`config.mk`:
```
export PLATFORM = sky130hd
export DESIGN_NAME = checked_frame_decoder_top_flat
export DESIGN_NICKNAME = d
export VERILOG_FILES = /design/src/rtl/core/cfd_pkg.sv /design/src/rtl/core/cfd_channels.sv /design/src/rtl/core/cfd_decode.sv /design/src/rtl/core/cfd_rsp_queue.sv /design/src/rtl/core/checked_frame_decoder_top.sv /design/src/flat_wrapper.sv
export SDC_FILE = /design/constraint.sdc
export NUM_CORES = 1
export LEC_CHECK = 0
export ABC_AREA = 1
export BUFFER_PORTS_ARGS = -buffer_cell sky130_fd_sc_hd__buf_2
export CAP_MARGIN = 10
export CORE_MARGIN = 2
export CORE_UTILIZATION = 45
export DETAILED_ROUTE_END_ITERATION = 10
export GPL_TIMING_DRIVEN = 1
export PLACE_DENSITY = 0.61
export SLEW_MARGIN = 20
export SYNTH_ARGS = -nofsm -noshare
export SYNTH_HDL_FRONTEND = slang
export SYNTH_HIERARCHICAL = 1
export SYNTH_SLANG_ARGS = --single-unit
```
`constraint.sdc`:
```
create_clock -name clock -period 12.8 [get_ports clock]
set_clock_uncertainty 0.1 [all_clocks]
set_input_delay 1.92 -clock clock [delete_from_list [all_inputs] [get_ports clock]]
set_output_delay 1.92 -clock clock [all_outputs]
set_load 0.05 [all_outputs]
```
`src/rtl/core/cfd_pkg.sv`:
```
// Shared types, constants and helper functions of the checked frame decoder.
package cfd_pkg;

   localparam int unsigned DataWidth     = 8;
   localparam int unsigned WordWidth     = 32;
   localparam int unsigned PosWidth      = 5;
   localparam int unsigned TypeWidth     = 5;
   localparam int unsigned EventWidth    = 2;
   localparam int unsigned ErrWidth      = 3;
   localparam int unsigned CsrIndexWidth = 1;
   localparam int unsigned QueueDepth    = 4;

   // Header layout (byte positions)
   localparam logic [PosWidth-1:0] PosVersion = 5'd4;
   localparam logic [PosWidth-1:0] PosType    = 5'd5;
   localparam logic [PosWidth-1:0] PosAuth    = 5'd10;
   localparam logic [PosWidth-1:0] PosLen     = 5'd14;
   localparam logic [PosWidth-1:0] PosLenLast = 5'd17;
   localparam logic [PosWidth-1:0] PosSum     = 5'd18;
   localparam logic [PosWidth-1:0] PosSumLast = 5'd21;
   localparam logic [PosWidth-1:0] PosEpoch   = 5'd6;

   localparam logic [DataWidth-1:0] MaxType = 8'd25;

   localparam logic [WordWidth-1:0] FnvBasis = 32'h811C_9DC5;

   localparam logic [DataWidth-1:0] ExpectedVersionReset = 8'd1;
   localparam logic [WordWidth-1:0] MaxPayloadLenReset   = 32'd1048576;

   typedef enum logic [EventWidth-1:0] {
      EvPayload = 2'd0,
      EvAccept  = 2'd1,
      EvReject  = 2'd2
   } event_type;

   typedef enum logic [ErrWidth-1:0] {
      ErrNone     = 3'd0,
      ErrMagic    = 3'd1,
      ErrVersion  = 3'd2,
      ErrType     = 3'd3,
      ErrOversize = 3'd4,
      ErrChecksum = 3'd5
   } err_type;

   typedef enum logic [CsrIndexWidth-1:0] {
      CsrExpectedVersion = 1'b0,
      CsrMaxPayloadLen   = 1'b1
   } csr_index_type;

   typedef struct packed {
      logic [EventWidth-1:0] event_res;
      logic [DataWidth-1:0]  payload_byte;
      logic [TypeWidth-1:0]  msg_type;
      logic [WordWidth-1:0]  epoch;
      logic [WordWidth-1:0]  authority;
      logic [WordWidth-1:0]  payload_len;
      logic [ErrWidth-1:0]   error_code;
      logic                  last;
   } rsp_type;

   // Results produced by one byte, in order: first then second
   typedef struct packed {
      logic [1:0] count;
      rsp_type    first;
      rsp_type    second;
   } push_type;

   typedef struct packed {
      logic room;   // space for two more results
   } queue_status_type;

   function automatic logic [DataWidth-1:0] magic_byte(input logic [1:0] idx);
      logic [DataWidth-1:0] b;
      case (idx)
         2'd0: b = 8'h45;
         2'd1: b = 8'h52;
         2'd2: b = 8'h46;
         2'd3: b = 8'h46;
         default: b = 8'h45;
      endcase
      return b;
   endfunction

   // FNV-1a step; prime is 2^24 + 0x193, so the product is a sum of shifts
   function automatic logic [WordWidth-1:0] fnv_step(input logic [WordWidth-1:0] h,
                                                     input logic [DataWidth-1:0] b);
      logic [WordWidth-1:0] x;
      x = h ^ {24'd0, b};
      return (x << 24) + (x << 8) + (x << 7) + (x << 4) + (x << 1) + x;
   endfunction

   function automatic logic [WordWidth-1:0] shift_in(input logic [WordWidth-1:0] w,
                                                     input logic [DataWidth-1:0] b);
      return {b, w[WordWidth-1:DataWidth]};
   endfunction

   function automatic rsp_type make_reject(input err_type code);
      rsp_type r;
      r = '0;
      r.event_res  = EvReject;
      r.error_code = code;
      return r;
   endfunction

   function automatic rsp_type make_verdict(input logic                 ok,
                                            input logic [TypeWidth-1:0] ty,
                                            input logic [WordWidth-1:0] ep,
                                            input logic [WordWidth-1:0] au,
                                            input logic [WordWidth-1:0] len);
      rsp_type r;
      if (ok) begin
         r             = '0;
         r.event_res   = EvAccept;
         r.msg_type    = ty;
         r.epoch       = ep;
         r.authority   = au;
         r.payload_len = len;
      end else begin
         r = make_reject(ErrChecksum);
      end
      return r;
   endfunction

endpackage

```
`src/rtl/core/cfd_channels.sv`:
```
// Handshake channel interfaces: byte input, result output, register writes.
interface cfd_req_if;
   logic                           valid;
   logic                           ready;
   logic [cfd_pkg::DataWidth-1:0]  data_byte;

   modport source (output valid, output data_byte, input ready);
   modport sink   (input valid, input data_byte, output ready);
endinterface

interface cfd_rsp_if;
   logic                           valid;
   logic                           ready;
   logic [cfd_pkg::EventWidth-1:0] event_res;
   logic [cfd_pkg::DataWidth-1:0]  payload_byte;
   logic [cfd_pkg::TypeWidth-1:0]  msg_type;
   logic [cfd_pkg::WordWidth-1:0]  epoch;
   logic [cfd_pkg::WordWidth-1:0]  authority;
   logic [cfd_pkg::WordWidth-1:0]  payload_len;
   logic [cfd_pkg::ErrWidth-1:0]   error_code;
   logic                           last;

   modport source (output valid, output event_res, output payload_byte, output msg_type,
                   output epoch, output authority, output payload_len,
                   output error_code, output last, input ready);
   modport sink   (input valid, input event_res, input payload_byte, input msg_type,
                   input epoch, input authority, input payload_len,
                   input error_code, input last, output ready);
endinterface

interface cfd_csr_if;
   logic                              valid;
   logic                              ready;
   logic [cfd_pkg::CsrIndexWidth-1:0] index;
   logic [cfd_pkg::WordWidth-1:0]     data;

   modport source (output valid, output index, output data, input ready);
   modport sink   (input valid, input index, input data, output ready);
endinterface

```
`src/rtl/core/cfd_decode.sv`:
```
// Input byte register, header/payload parser state and result generation.
module cfd_decode (
   input  logic                      clock,
   input  logic                      reset,
   cfd_req_if.sink                   req,
   cfd_csr_if.sink                   csr,
   input  cfd_pkg::queue_status_type queue_status,
   output cfd_pkg::push_type         push
);

   logic                              in_valid_ff, in_valid_in;
   logic [cfd_pkg::DataWidth-1:0]     in_byte_ff;
   logic                              fire;

   logic [cfd_pkg::DataWidth-1:0]     version_ff;
   logic [cfd_pkg::WordWidth-1:0]     max_len_ff;

   logic [cfd_pkg::PosWidth-1:0]      pos_ff, pos_in;
   logic                              in_payload_ff, in_payload_in;
   logic [cfd_pkg::WordWidth-1:0]     remaining_ff, remaining_in;
   logic [cfd_pkg::TypeWidth-1:0]     type_ff, type_in;
   logic [cfd_pkg::WordWidth-1:0]     epoch_ff, epoch_in;
   logic [cfd_pkg::WordWidth-1:0]     auth_ff, auth_in;
   logic [cfd_pkg::WordWidth-1:0]     len_ff, len_in;
   logic [cfd_pkg::WordWidth-1:0]     sum_ff, sum_in;
   logic [cfd_pkg::WordWidth-1:0]     hash_ff, hash_in;

   assign fire        = in_valid_ff && queue_status.room;
   assign req.ready   = !in_valid_ff || fire;
   assign in_valid_in = (req.valid && req.ready) || (in_valid_ff && !fire);
   assign csr.ready   = 1'b1;

   always_comb begin
      logic [cfd_pkg::DataWidth-1:0] b;
      b             = in_byte_ff;
      pos_in        = pos_ff;
      in_payload_in = in_payload_ff;
      remaining_in  = remaining_ff;
      type_in       = type_ff;
      epoch_in      = epoch_ff;
      auth_in       = auth_ff;
      len_in        = len_ff;
      sum_in        = sum_ff;
      hash_in       = hash_ff;
      push          = '0;

      if (fire) begin
         if (in_payload_ff) begin
            push.first              = '0;
            push.first.event_res    = cfd_pkg::EvPayload;
            push.first.payload_byte = b;
            hash_in                 = cfd_pkg::fnv_step(hash_ff, b);
            remaining_in            = remaining_ff - 32'd1;
            push.count              = 2'd1;
            if (remaining_ff == 32'd1) begin
               push.second   = cfd_pkg::make_verdict(hash_in == sum_ff, type_ff,
                                                     epoch_ff, auth_ff, len_ff);
               push.count    = 2'd2;
               in_payload_in = 1'b0;
               pos_in        = '0;
            end
         end else if (pos_ff < cfd_pkg::PosVersion) begin
            if (b == cfd_pkg::magic_byte(pos_ff[1:0])) begin
               pos_in = pos_ff + 5'd1;
            end else if (pos_ff != '0) begin
               push.first = cfd_pkg::make_reject(cfd_pkg::ErrMagic);
               push.count = 2'd1;
               // a stray first-magic byte restarts the magic
               pos_in     = (b == cfd_pkg::magic_byte(2'd0)) ? 5'd1 : 5'd0;
            end
         end else if (pos_ff == cfd_pkg::PosVersion) begin
            if (b == version_ff) begin
               pos_in = pos_ff + 5'd1;
            end else begin
               push.first = cfd_pkg::make_reject(cfd_pkg::ErrVersion);
               push.count = 2'd1;
               pos_in     = '0;
            end
         end else if (pos_ff == cfd_pkg::PosType) begin
            if (b inside {[8'd1 : cfd_pkg::MaxType]}) begin
               type_in = b[cfd_pkg::TypeWidth-1:0];
               pos_in  = pos_ff + 5'd1;
            end else begin
               push.first = cfd_pkg::make_reject(cfd_pkg::ErrType);
               push.count = 2'd1;
               pos_in     = '0;
            end
         end else if (pos_ff < cfd_pkg::PosAuth) begin
            epoch_in = cfd_pkg::shift_in(epoch_ff, b);
            pos_in   = pos_ff + 5'd1;
         end else if (pos_ff < cfd_pkg::PosLen) begin
            auth_in = cfd_pkg::shift_in(auth_ff, b);
            pos_in  = pos_ff + 5'd1;
         end else if (pos_ff < cfd_pkg::PosSum) begin
            len_in = cfd_pkg::shift_in(len_ff, b);
            pos_in = pos_ff + 5'd1;
            if (pos_ff == cfd_pkg::PosLenLast && len_in > max_len_ff) begin
               push.first = cfd_pkg::make_reject(cfd_pkg::ErrOversize);
               push.count = 2'd1;
               pos_in     = '0;
            end
         end else begin
            sum_in = cfd_pkg::shift_in(sum_ff, b);
            pos_in = pos_ff + 5'd1;
            if (pos_ff == cfd_pkg::PosSumLast) begin
               hash_in = cfd_pkg::FnvBasis;
               pos_in  = '0;
               if (len_ff == '0) begin
                  // empty payload: verdict against the hash of nothing
                  push.first = cfd_pkg::make_verdict(sum_in == cfd_pkg::FnvBasis, type_ff,
                                                     epoch_ff, auth_ff, len_ff);
                  push.count = 2'd1;
               end else begin
                  in_payload_in = 1'b1;
                  remaining_in  = len_ff;
               end
            end
         end
      end

      push.first.last  = (push.count == 2'd1);
      push.second.last = 1'b1;
   end

   always_ff @(posedge clock) begin
      if (reset) begin
         in_valid_ff   <= 1'b0;
         pos_ff        <= '0;
         in_payload_ff <= 1'b0;
         remaining_ff  <= '0;
         version_ff    <= cfd_pkg::ExpectedVersionReset;
         max_len_ff    <= cfd_pkg::MaxPayloadLenReset;
      end else begin
         in_valid_ff   <= in_valid_in;
         pos_ff        <= pos_in;
         in_payload_ff <= in_payload_in;
         remaining_ff  <= remaining_in;
         if (csr.valid && csr.index == cfd_pkg::CsrExpectedVersion) begin
            version_ff <= csr.data[cfd_pkg::DataWidth-1:0];
         end
         if (csr.valid && csr.index == cfd_pkg::CsrMaxPayloadLen) begin
            max_len_ff <= csr.data;
         end
      end
   end

   // Header fields and hash: always written before they are read
   always_ff @(posedge clock) begin
      if (req.valid && req.ready) begin
         in_byte_ff <= req.data_byte;
      end
      type_ff  <= type_in;
      epoch_ff <= epoch_in;
      auth_ff  <= auth_in;
      len_ff   <= len_in;
      sum_ff   <= sum_in;
      hash_ff  <= hash_in;
   end

endmodule

```
`src/rtl/core/cfd_rsp_queue.sv`:
```
// Small result queue: takes up to two results a cycle, hands out one.
module cfd_rsp_queue #(
   parameter int unsigned Depth = cfd_pkg::QueueDepth
) (
   input  logic                      clock,
   input  logic                      reset,
   input  cfd_pkg::push_type         push,
   output cfd_pkg::queue_status_type queue_status,
   cfd_rsp_if.source                 rsp
);

   localparam int unsigned IdxW = $clog2(Depth);
   localparam int unsigned CntW = $clog2(Depth + 1);

   cfd_pkg::rsp_type    entries_ff [Depth];
   logic [IdxW-1:0]     head_ff, head_in;
   logic [IdxW-1:0]     tail_ff, tail_in;
   logic [IdxW-1:0]     tail_next;
   logic [CntW-1:0]     count_ff, count_in;
   logic                pop;
   cfd_pkg::rsp_type    head_entry;

   function automatic logic [IdxW-1:0] wrap_inc(input logic [IdxW-1:0] p);
      logic [IdxW-1:0] q;
      if (p == IdxW'(Depth - 1)) begin
         q = '0;
      end else begin
         q = p + 1'b1;
      end
      return q;
   endfunction

   assign pop       = rsp.valid && rsp.ready;
   assign tail_next = wrap_inc(tail_ff);
   assign head_in   = pop ? wrap_inc(head_ff) : head_ff;
   assign count_in  = count_ff + CntW'(push.count) - CntW'(pop);
   assign queue_status.room = (count_ff <= CntW'(Depth - 2));

   always_comb begin
      case (push.count)
         2'd1:    tail_in = tail_next;
         2'd2:    tail_in = wrap_inc(tail_next);
         default: tail_in = tail_ff;
      endcase
   end

   always_ff @(posedge clock) begin
      if (reset) begin
         head_ff  <= '0;
         tail_ff  <= '0;
         count_ff <= '0;
      end else begin
         head_ff  <= head_in;
         tail_ff  <= tail_in;
         count_ff <= count_in;
      end
   end

   always_ff @(posedge clock) begin
      if (push.count != 2'd0) begin
         entries_ff[tail_ff] <= push.first;
      end
      if (push.count == 2'd2) begin
         entries_ff[tail_next] <= push.second;
      end
   end

   assign head_entry       = entries_ff[head_ff];
   assign rsp.valid        = (count_ff != '0);
   assign rsp.event_res    = head_entry.event_res;
   assign rsp.payload_byte = head_entry.payload_byte;
   assign rsp.msg_type     = head_entry.msg_type;
   assign rsp.epoch        = head_entry.epoch;
   assign rsp.authority    = head_entry.authority;
   assign rsp.payload_len  = head_entry.payload_len;
   assign rsp.error_code   = head_entry.error_code;
   assign rsp.last         = head_entry.last;

endmodule

```
`src/rtl/core/checked_frame_decoder_top.sv`:
```
// Top level of the checked frame decoder: parser plus result queue.
//
//  channel   dir  transaction                       payload
//  req_chan  in   one stream byte                   data_byte
//  rsp_chan  out  one result (payload or verdict)   event_res .. last
//  csr_chan  in   one register write                index, data
//
// One byte is accepted per cycle while the queue has room for two more results. A byte
// is registered at acceptance, parsed from that register and its results (zero, one
// or two) are written to the result queue, whose head drives the output. The final
// payload byte yields two transactions; the output side moves one per cycle while
// the receiver is ready, and the queue absorbs the extra one. Input stalls only when
// the queue cannot take two more results. Reset is synchronous; there is no clearing
// pass.
module checked_frame_decoder_top #(
   parameter int unsigned RSP_DEPTH = cfd_pkg::QueueDepth
) (
   input  logic        clock,
   input  logic        reset,
   cfd_req_if.sink     req_chan,
   cfd_rsp_if.source   rsp_chan,
   cfd_csr_if.sink     csr_chan
);

   cfd_pkg::push_type         push;
   cfd_pkg::queue_status_type queue_status;

   // Parser: input register, header checks, payload hashing
   cfd_decode u_decode (
      .clock        (clock),
      .reset        (reset),
      .req          (req_chan),
      .csr          (csr_chan),
      .queue_status (queue_status),
      .push         (push)
   );

   // Result queue, also the output register
   cfd_rsp_queue #(
      .Depth (RSP_DEPTH)
   ) u_rsp_queue (
      .clock        (clock),
      .reset        (reset),
      .push         (push),
      .queue_status (queue_status),
      .rsp          (rsp_chan)
   );

   // An accept verdict carries a real type and no error code
   assert property (@(posedge clock) disable iff (reset)
      rsp_chan.valid && rsp_chan.event_res == cfd_pkg::EvAccept
         |-> rsp_chan.error_code == cfd_pkg::ErrNone && rsp_chan.msg_type != '0)
      else $error("accept verdict with error code or empty type");

   // A reject carries an error code, a zero payload length and the last flag
   assert property (@(posedge clock) disable iff (reset)
      rsp_chan.valid && rsp_chan.event_res == cfd_pkg::EvReject
         |-> rsp_chan.error_code != cfd_pkg::ErrNone && rsp_chan.payload_len == '0
             && rsp_chan.last)
      else $error("malformed reject transaction");

   // Payload bytes never carry an error code or a message type
   assert property (@(posedge clock) disable iff (reset)
      rsp_chan.valid && rsp_chan.event_res == cfd_pkg::EvPayload
         |-> rsp_chan.error_code == cfd_pkg::ErrNone && rsp_chan.msg_type == '0)
      else $error("payload transaction with header fields");

   // Queue is empty right after reset
   assert property (@(posedge clock) reset |=> !rsp_chan.valid)
      else $error("result pending after reset");

endmodule
```
`src/flat_wrapper.sv`:
```
// flat-port wrapper written by rule: the top's interface ports become plain ports
module checked_frame_decoder_top_flat 
#(
   parameter int unsigned RSP_DEPTH = cfd_pkg::QueueDepth
)
  (clock, reset, req_chan_valid, req_chan_data_byte, req_chan_ready, rsp_chan_valid, rsp_chan_event_res, rsp_chan_payload_byte, rsp_chan_msg_type, rsp_chan_epoch, rsp_chan_authority, rsp_chan_payload_len, rsp_chan_error_code, rsp_chan_last, rsp_chan_ready, csr_chan_valid, csr_chan_index, csr_chan_data, csr_chan_ready);
  cfd_req_if req_chan_i ();
  cfd_rsp_if rsp_chan_i ();
  cfd_csr_if csr_chan_i ();
  input  logic clock;
  input  logic reset;
  input wire logic [$bits(req_chan_i.valid)-1:0] req_chan_valid;
  input wire logic [$bits(req_chan_i.data_byte)-1:0] req_chan_data_byte;
  output wire logic [$bits(req_chan_i.ready)-1:0] req_chan_ready;
  output wire logic [$bits(rsp_chan_i.valid)-1:0] rsp_chan_valid;
  output wire logic [$bits(rsp_chan_i.event_res)-1:0] rsp_chan_event_res;
  output wire logic [$bits(rsp_chan_i.payload_byte)-1:0] rsp_chan_payload_byte;
  output wire logic [$bits(rsp_chan_i.msg_type)-1:0] rsp_chan_msg_type;
  output wire logic [$bits(rsp_chan_i.epoch)-1:0] rsp_chan_epoch;
  output wire logic [$bits(rsp_chan_i.authority)-1:0] rsp_chan_authority;
  output wire logic [$bits(rsp_chan_i.payload_len)-1:0] rsp_chan_payload_len;
  output wire logic [$bits(rsp_chan_i.error_code)-1:0] rsp_chan_error_code;
  output wire logic [$bits(rsp_chan_i.last)-1:0] rsp_chan_last;
  input wire logic [$bits(rsp_chan_i.ready)-1:0] rsp_chan_ready;
  input wire logic [$bits(csr_chan_i.valid)-1:0] csr_chan_valid;
  input wire logic [$bits(csr_chan_i.index)-1:0] csr_chan_index;
  input wire logic [$bits(csr_chan_i.data)-1:0] csr_chan_data;
  output wire logic [$bits(csr_chan_i.ready)-1:0] csr_chan_ready;
  assign req_chan_i.valid = req_chan_valid;
  assign req_chan_i.data_byte = req_chan_data_byte;
  assign req_chan_ready = req_chan_i.ready;
  assign rsp_chan_valid = rsp_chan_i.valid;
  assign rsp_chan_event_res = rsp_chan_i.event_res;
  assign rsp_chan_payload_byte = rsp_chan_i.payload_byte;
  assign rsp_chan_msg_type = rsp_chan_i.msg_type;
  assign rsp_chan_epoch = rsp_chan_i.epoch;
  assign rsp_chan_authority = rsp_chan_i.authority;
  assign rsp_chan_payload_len = rsp_chan_i.payload_len;
  assign rsp_chan_error_code = rsp_chan_i.error_code;
  assign rsp_chan_last = rsp_chan_i.last;
  assign rsp_chan_i.ready = rsp_chan_ready;
  assign csr_chan_i.valid = csr_chan_valid;
  assign csr_chan_i.index = csr_chan_index;
  assign csr_chan_i.data = csr_chan_data;
  assign csr_chan_ready = csr_chan_i.ready;
  checked_frame_decoder_top #(.RSP_DEPTH(RSP_DEPTH)) u_core (.clock(clock), .reset(reset), .req_chan(req_chan_i), .rsp_chan(rsp_chan_i), .csr_chan(csr_chan_i));
endmodule
```
==> results.ini <==
[timing]
rsz0062_at_grt = no
slew_headroom = 0.2541
worstMarginPinSlew_ps = 1119
tns_ps = 0
final.setup.worst_slack_ps = 5414
timing.fmax_mhz = 135.4
final.min_clock_period_ps = 7386
slew_viol_final = 0
period_share = 0.5771
whs_ps = 348.8
setup_viol = 0
hold_viol = 0

[floorplan]
rows = 109
die_width_um = 303.8
start_util = 0.4556
io_pins = 164
die_y_um = 303.8
die_area_mm2 = 0.09230
core-area_mm2 = 0.08878

[cts]
postCtsSetupBuffers = 0
postCtsHoldBufs = 0
cts_resized = 0
cts_buffer_depth = 3
htreeDepth = 3
path_clk_slew_ps = 60
cts_tree = built
cts_num_sinks = 721
root_buffer = clkbuf_16
clk_latency_ps = 650
cts_buffers = 81

[yosys]
synth_edf_count = 633
ys_async_sr_fraction = 0
yosysTopAreaCell = edfxtp_1
synth-simple-area-share = 0.1674
synthAdderAreaFrac = 0.07362
synth.avg_cell_area_um2 = 9.053
netlist_instances = 4468
ys_types = 55
ys.warnings.count = 6
synth_compound_area_frac = 0.1402
synth_top_family_by_area = simple AND/OR/NAND/NOR gates
ys_ff_latch = 721
synth_mux_area_frac = 0
yosysMostFrequentCell = nand2_1
yosysSeqAreaShare = 0.5135
synth.area.top_cells = edfxtp_1 47%, o21ai_0 9.5%, nand2_1 7.4%
syn-cell-area_mm2 = 0.04045
synthTopCellsByCount = 794 x nand2_1, 771 x o21ai_0, 633 x edfxtp_1
netlist.area_leader.share = 0.4699
synth_ff_type = edfxtp_1
synth_xor_area_frac = 0.01386

[route]
ant_nets = 0
viasPerCell = 5.341
vias = 30720
first_pass_iters = 6
drc = 0
drt_iter0_markers = 2441
wire_per_inst_um = 18.93
routed_wl_um = 108900

[final_layout]
post-route-util = 0.5006
area_growth_pct = 9.889
fillers = 8193
drive_gt1_frac = 0.09749
nNetsFinal = 4756

[global_routing]
grt_max_degree = 211
grt_pass1_wl_um = 168200
gr-usage-all-layers = 0.2327
overflow = 0
antenna_found_initial = 4
grt_pass1_vias = 29250

[worst_setup_path]
critPathMaxStageDelay_ps = 750
r2r_end = u_core/u_rsp_queue/entries_ff[2][73]$_DFFE_PP_
crit_path_frequent_cell = inv_1
cpLargestDelayFamily = simple AND/OR/NAND/NOR gates
arrival_ps = 7730
timing_worst_setup_path_type = flop to flop
rr_startpoint = u_core/u_decode/in_byte_ff[0]$_DFFE_PP_
cp_slowest_cell = edfxtp_1
r2r_setup_slack_ps = 5410
crit_fanout = 38
crit_path_start_kind = flop
cp.depth = 28
r2r_cells = 28
required_ps = 13140
path_buf_inv = 8
critPathCaptureType = flop

[placement]
hpwl_um = 68480
dp_slack_ps = 5559
io_buffers = 162
gp_congestion = 0.9417

[min_path]
hold_path.class = flop to flop
min_from = u_core/u_decode/epoch_ff[8]$_DFFE_PP_
min_to = u_core/u_decode/epoch_ff[0]$_DFFE_PP_
min_path_cells = 0

[run]
drv_cap = 0

[outcome]
status = complete, no violations

[pwr]
p_per_area_mw_per_mm2 = 164.6
cellLeakagePower_nw = 17.21
ir_worst_vdd_uv = 96.90

-- metrics by stage --
| step | instances | total power, mW | cell area [um^2] |
|---|---|---|---|
| after global placement | 5601 | 5.045 | 41780 |
| after global routing | 5750 | 7.637 | 44450 |
| final | 5751 | 7.316 | 44450 |
| after detailed placement | 5601 | 5.059 | 41780 |
| after CTS | 5749 | 7.366 | 44410 |
| after floorplan | 4509 | 4.440 | 40600 |
-- worst max-delay path by stage --
| stage | from | to |
|---|---|---|
| final | u_core/u_decode/in_byte_ff[0]$_DFFE_PP_ | u_core/u_rsp_queue/entries_ff[2][73]$_DFFE_PP_ |
| after global routing | u_core/u_decode/in_byte_ff[0]$_DFFE_PP_ | u_core/u_rsp_queue/entries_ff[2][73]$_DFFE_PP_ |
| after global placement | u_core/u_decode/in_byte_ff[0]$_DFFE_PP_ | u_core/u_rsp_queue/entries_ff[3][75]$_DFFE_PP_ |
| after detailed placement | u_core/u_decode/in_byte_ff[0]$_DFFE_PP_ | u_core/u_rsp_queue/entries_ff[1][101]$_DFFE_PP_ |
| after floorplan | u_core/u_decode/in_byte_ff[7]$_DFFE_PP_ | u_core/u_rsp_queue/entries_ff[1][0]$_DFFE_PP_ |
| after CTS | u_core/u_decode/in_byte_ff[0]$_DFFE_PP_ | u_core/u_rsp_queue/entries_ff[2][73]$_DFFE_PP_ |
-- area by class of cell --
cell class / count / area (um^2) / share of cell area
Antenna cell: 1 / 2.502 / 0.00005630
Clock buffer: 108 / 2211 / 0.04974
Clock inverter: 40 / 415.4 / 0.009346
Inverter: 573 / 2157 / 0.04853
Multi-Input combinational cell: 2939 / 16260 / 0.3658
Sequential cell: 721 / 20780 / 0.4674
Tap cell: 1165 / 1458 / 0.03279
Timing Repair Buffer: 204 / 1170 / 0.02632
-- report_power, final --
part	switching, mW	internal (mW)	total (mW)
combinational	1.83	0.544	2.37
clock	0.979	1.33	2.31
sequential	0.0542	2.58	2.64
-- flip-flops by register name, summed over array words and instances, names as in the netlist, named ones only --
register,count
u_core/u_rsp_queue/tail_ff,2
u_core/u_decode/auth_ff,32
u_core/u_decode/len_ff,32
u_core/u_decode/remaining_ff,32
u_core/u_decode/in_byte_ff,8
u_core/u_decode/version_ff,8
u_core/u_decode/pos_ff,5
u_core/u_decode/hash_ff,32
u_core/u_decode/epoch_ff,32
u_core/u_decode/in_valid_ff,1
u_core/u_rsp_queue/head_ff,2
u_core/u_decode/sum_ff,32
u_core/u_decode/in_payload_ff,1
u_core/u_decode/type_ff,5
u_core/u_decode/max_len_ff,32
u_core/u_rsp_queue/entries_ff,460
u_core/u_rsp_queue/count_ff,3
-- logic make-up (layout without fill, tap and decap cells) --
family | count (synthesis) | after routing
and+or+nand+nor | 1564 | 1564
AOI/OAI and AO/OA | 1087 | 1087
buffers and inverters | 849 | 925
DFF | 721 | 721
adders and majority gates | 190 | 190
xor gates and xnor gates | 55 | 55
other | 2 | 44
-- layer usage --
metal,routed length (um),up-vias,GRT usage
met5,0,-,0
met4,3027,0,0.07509
met3,8064,184,0.03949
met2,49670,1088,0.3740
met1,48110,14480,0.3217
li1,-,14960,-
-- layout by cell type, fill, tap and decap left out, types with 15 or more instances in the layout --
master     instances
nand2_1          790
o21ai_0          766
edfxtp_1         633
inv_1            564
nor2_1           487
buf_2            162
a21oi_1          139
o22ai_1          115
ha_1             110
nand3_1          102
dfxtp_1           86
clkbuf_16         83
fa_1              80
nor2_4            64
conb_1            43
buf_4             37
xor2_1            29
o21ai_1           28
nand4_1           23
nor3_1            22
clkbuf_1          21
nor2_2            21
xnor2_1           19
clkinv_2          15
nor4_1            15
Note: power is estimated with default switching activity, not from simulation.
